[src/rtl/kct_pkg.sv]
`default_nettype none
// ----------------------------------------------------------------------------
// Keyed counter table package
// Shared sizes, codes and control types of the keyed counter table.
// ----------------------------------------------------------------------------
package kct_pkg;

  localparam int TABLE_DEPTH = 512;
  localparam int TOP_K       = 3;

  localparam int KEY_W    = 64;
  localparam int CNT_W    = 32;
  localparam int STATUS_W = 3;
  localparam int RANK_W   = 2;
  localparam int ENTRY_W  = KEY_W + CNT_W;

  localparam int ADDR_W = $clog2(TABLE_DEPTH);
  localparam int FILL_W = $clog2(TABLE_DEPTH + 1);
  localparam int RND_W  = $clog2(TOP_K + 1);
  localparam int IDX_W  = (TOP_K > 1) ? $clog2(TOP_K) : 1;

  localparam int OUT_FIELDS_W = RANK_W + KEY_W + CNT_W;
  localparam int OUT_DATA_W   = ((OUT_FIELDS_W + 7) / 8) * 8;
  localparam int OUT_PAD_W    = OUT_DATA_W - OUT_FIELDS_W;

  typedef enum logic [STATUS_W-1:0] {
    ST_INC   = 3'd0,
    ST_NEW   = 3'd1,
    ST_DROP  = 3'd2,
    ST_RANK  = 3'd3,
    ST_EMPTY = 3'd4
  } status_t;

  typedef enum logic [2:0] {
    S_IDLE,
    S_CNT_SCAN,
    S_RPT_START,
    S_RPT_SCAN,
    S_EMIT
  } ctl_state_t;

  typedef struct packed {
    logic load;
    logic issue;
    logic count_hit;
    logic count_miss;
    logic scan_start;
    logic round_done;
    logic res_empty;
    logic res_rank;
  } ctl_cmd_t;

  typedef struct packed {
    logic hit;
    logic scan_end;
    logic rd_vld;
    logic rounds_done;
    logic empty;
    logic out_last;
  } ctl_stat_t;

endpackage
`default_nettype wire

[src/rtl/kct_ctrl.sv]
`default_nettype none
// ----------------------------------------------------------------------------
// Keyed counter table controller
// Sequences table searches, ranking rounds and result delivery.
// ----------------------------------------------------------------------------
module kct_ctrl
  import kct_pkg::*;
(
  input  wire logic      clk,
  input  wire logic      rst_n,
  input  wire logic      in_tvalid,
  input  wire logic      in_report,
  output logic           in_tready,
  output logic           out_tvalid,
  input  wire logic      out_tready,
  input  wire ctl_stat_t stat,
  output ctl_cmd_t       cmd
);

  ctl_state_t state_r;
  ctl_state_t state_nxt;

  always_ff @(posedge clk) begin
    if (!rst_n) begin
      state_r <= S_IDLE;
    end else begin
      state_r <= state_nxt;
    end
  end

  always_comb begin
    state_nxt  = state_r;
    cmd        = '0;
    in_tready  = 1'b0;
    out_tvalid = 1'b0;
    unique case (state_r)
      S_IDLE: begin
        in_tready = 1'b1;
        if (in_tvalid) begin
          cmd.load  = 1'b1;
          state_nxt = in_report ? S_RPT_START : S_CNT_SCAN;
        end
      end
      S_CNT_SCAN: begin
        priority if (stat.hit) begin
          cmd.count_hit = 1'b1;
          state_nxt     = S_EMIT;
        end else if (stat.scan_end && !stat.rd_vld) begin
          cmd.count_miss = 1'b1;
          state_nxt      = S_EMIT;
        end else begin
          cmd.issue = !stat.scan_end;
        end
      end
      S_RPT_START: begin
        priority if (stat.empty) begin
          cmd.res_empty = 1'b1;
          state_nxt     = S_EMIT;
        end else if (stat.rounds_done) begin
          cmd.res_rank = 1'b1;
          state_nxt    = S_EMIT;
        end else begin
          cmd.scan_start = 1'b1;
          state_nxt      = S_RPT_SCAN;
        end
      end
      S_RPT_SCAN: begin
        if (stat.scan_end && !stat.rd_vld) begin
          cmd.round_done = 1'b1;
          state_nxt      = S_RPT_START;
        end else begin
          cmd.issue = !stat.scan_end;
        end
      end
      S_EMIT: begin
        out_tvalid = 1'b1;
        if (out_tready) begin
          if (stat.out_last) begin
            state_nxt = S_IDLE;
          end else begin
            cmd.res_rank = 1'b1;
          end
        end
      end
      default: begin
        state_nxt = S_IDLE;
      end
    endcase
  end

endmodule
`default_nettype wire

[config.mk]
export PLATFORM = sky130hd
export DESIGN_NAME = kct_ctrl
export DESIGN_NICKNAME = d
export VERILOG_FILES = /design/src/rtl/kct_pkg.sv /design/src/rtl/kct_ctrl.sv
export SDC_FILE = /design/constraint.sdc
export NUM_CORES = 1
export LEC_CHECK = 0
export BUFFER_PORTS_ARGS = -buffer_cell sky130_fd_sc_hd__buf_2
export CAP_MARGIN = 30
export CORE_AREA = 10 10 47 49
export DETAILED_ROUTE_END_ITERATION = 10
export DIE_AREA = 0 0 57 59
export PLACE_DENSITY = 0.53
export SKIP_LAST_GASP = 1
export SYNTH_ARGS = -nofsm -noshare
export SYNTH_HDL_FRONTEND = slang
export SYNTH_SLANG_ARGS = --single-unit
export TNS_END_PERCENT = 10
[constraint.sdc]
create_clock -name clk -period 3.2 [get_ports clk]
set_clock_uncertainty 0.15 [all_clocks]
set_input_delay 0.16 -clock clk [delete_from_list [all_inputs] [get_ports clk]]
set_output_delay 0.16 -clock clk [all_outputs]
set_load 0.1 [all_outputs]
==> results.py <==
metrics = {
    "worst_setup_path": {
        "startpoint": "state_r[1]$_SDFFE_PN0P_",
        "critPathMaxFanout": 16,
        "reg2reg_slack_ns": 1.74,
        "crit_arrival_ns": 1.70,
        "start_kind": "flip-flop",
        "rr_worst_depth": 3,
        "endpoint_kind": "primary output",
        "r2r_start": "state_r[1]$_SDFFE_PN0P_",
        "r2r_end": "state_r[0]$_SDFFE_PN0P_",
        "crit_path_end": "cmd[0]",
        "crit_type": "flip-flop to primary output",
        "required_ns": 2.89,
    },
    "power_and_ir_drop": {
        "p_comb_frac": 0.496,
        "peakVddDrop_uv": 196,
        "p_int_uw": 118,
        "power.leakage_nw": 0.218,
        "p_sw_frac": 0.511,
        "pwr_density_cell_nw_per_um2": 532,
        "p_seq_frac": 0.217,
        "power_uw": 240,
        "switchingPower_uw": 123,
        "pwr-share-clk": 0.287,
    },
    "cells_and_area": {
        "reg_top3": "state_r (3)",
        "n_antenna_cell": 0,
        "nets": 77,
        "fillers": 159,
        "drive_above_1_share": 0.431,
        "post-route-util": 0.322,
        "area_growth_syn_to_layout_pct": 39.4,
        "largest_reg_flops": 3,
        "top_register": "state_r",
    },
    "clock_tree": {
        "clk_latency_ns": 0.24,
        "htreeDepth": 1,
        "cts_inserted_buffers": 3,
        "root_buffer": "clkbuf_4",
        "post_cts_buffers": 0,
        "holdBufCountCts": 0,
        "cts_resized": 0,
        "cts.sinks": 3,
        "tritoncts": "yes",
        "clock_path_buffers": 2,
        "clkTransAtPathRegs_ns": 0.04,
    },
    "placement": {
        "portBuffers": 20,
        "dpl_worst_slack_ns": 1.44,
        "gp_congestion": 0.702,
        "hpwl_um": 780,
    },
    "route": {
        "vias_per_cell": 4.70,
        "drc": 0,
        "ant_nets": 0,
        "wl_met2_um": 407,
        "num_vias": 381,
        "wl_met3_um": 87,
        "drt-initial-drc-count": 10,
        "wirelength_um": 969,
        "met1Wirelength_um": 443,
        "highest_layer": "met4",
        "drtPass1Iterations": 4,
        "wl_per_cell_um": 12.0,
    },
    "global_route": {
        "antenna_found_initial": 0,
        "grt_pass1_wl_um": 1580,
        "grt_pass1_vias": 381,
        "grt.total_usage": 0.0588,
        "grt_overflow": 0,
        "grt_max_degree": 17,
    },
    "yosys": {
        "yosys.area.top_type_share": 0.185,
        "postSynth.asyncResetShare": 0,
        "synth.yosys.seq_area_share": 0.185,
        "synth.cell_area_um2": 324,
        "syn_area_per_cell_um2": 7.54,
        "synth_edf_count": 0,
        "synth_cell_type_count": 24,
        "postSynthCellCount": 43,
        "synth.net_count": 54,
        "synth-main-ff-cell": "dfxtp_1",
        "synth_most_common_cell": "nor2_1",
        "ys_ff_latch": 3,
        "synth.largest_area_cell": "dfxtp_1",
        "yosys_warnings": 0,
        "synthTopCellsByCount": "8 x nor2_1, 4 x nand2b_1, 3 x and3_1, 3 x dfxtp_1, 3 x nand2_1",
        "synth_area_leaders": "dfxtp_1 19%, nor2_1 9.3%, nand2b_1 7.7%",
    },
    "die": {
        "rows": 14,
        "initial_core_util": 0.231,
        "ios": 21,
        "core-area_um2": 1400,
        "die_y_um": 59,
        "die_x_um": 57,
        "dieArea_um2": 3360,
    },
    "timing": {
        "rsz0062_at_grt": "false",
        "setup_tns_ns": 0,
        "fmax_mhz": 497,
        "setup_viol": 0,
        "min_period_ns": 2.01,
        "worst_pin_slew_ns": 0.492,
        "setup_ws_ns": 1.19,
        "max_slew_margin": 0.672,
        "slew_viol_final": 0,
        "min_period_over_period": 0.629,
        "hold_violations": 0,
    },
    "flow_run": {
        "max-cap-violations": 0,
    },
    "status": {
        "status": "finished clean",
    },
    "hold_path": {
        "min_path_type": "primary input to flip-flop",
    },
}
-- power groups by stage --
stage / Combinational, mW / Sequential, mW / Clock (mW)
after floorplan: 0.107 / 0.0461 / 0
after global placement: 0.121 / 0.0527 / 0
after detailed placement: 0.120 / 0.0525 / 0
after CTS: 0.121 / 0.0520 / 0.0717
after global routing: 0.127 / 0.0540 / 0.0715
final: 0.119 / 0.0521 / 0.0690
-- worst min path at each step --
| stage | from | to | slack (ns) | cells past startpoint |
|---|---|---|---|---|
| floorplan | rst_n | state_r[0]$_SDFFE_PN0P_ | 0.13 | 1 |
| global placement | rst_n | state_r[0]$_SDFFE_PN0P_ | 0.27 | 2 |
| detailed placement | rst_n | state_r[0]$_SDFFE_PN0P_ | 0.27 | 2 |
| CTS | rst_n | state_r[0]$_SDFFE_PN0P_ | 0.03 | 2 |
| global route | rst_n | state_r[0]$_SDFFE_PN0P_ | 0.05 | 2 |
| finish | rst_n | state_r[0]$_SDFFE_PN0P_ | 0.03 | 2 |
-- stage by stage --
stage               std cells  hold slack [ns]  area, um2
finish                     81           0.0321        452
floorplan                  43            0.127        324
global route               81           0.0483        452
global placement           77            0.270        425
detailed placement         77            0.273        425
CTS                        81           0.0254        452
-- placed cells by master (no fill, tap or decap), types with 2 or more instances in the layout --
cell | netlist | routed
dfxtp_1 | 3 | 3
nor2b_1 | 2 | 2
nand2_1 | 3 | 3
clkbuf_4 | 0 | 3
nand2b_1 | 4 | 4
buf_2 | 0 | 20
inv_1 | 2 | 2
and3_1 | 3 | 3
nor3_1 | 2 | 2
nor2_1 | 8 | 8
-- worst max-delay path: stages, from the launching register on --
cell	delay [ns]
dfxtp_1	0.62
nor4bb_1	0.26
a21oi_1	0.06
nor2_1	0.09
buf_2	0.43
-- metal layers --
| layer | vias up | GRT usage |
|---|---|---|
| met5 | - | 0 |
| met4 | 0 | 0.0503 |
| met3 | 5 | 0.0236 |
| met2 | 17 | 0.0837 |
| met1 | 162 | 0.0667 |
| li1 | 197 | - |
-- final cells by class --
type | count | area (um2) | share of cell area
clock buffer | 4 | 26.3 | 0.0582
inverter | 2 | 7.51 | 0.0166
multi-input combinational | 36 | 238 | 0.526
sequential | 3 | 60.1 | 0.133
tap | 16 | 20.0 | 0.0443
timing repair buffer | 20 | 100 | 0.222
-- cell families (layout without fill, tap and decap cells) --
group | after synthesis | in the layout | synth area share
AND/OR/NAND/NOR | 28 | 28 | 0.521
AO/OA/AOI/OAI | 8 | 8 | 0.212
buffers and inverters | 4 | 26 | 0.0811
flip-flops | 3 | 3 | 0.185
(Power assumes the default switching activity.)
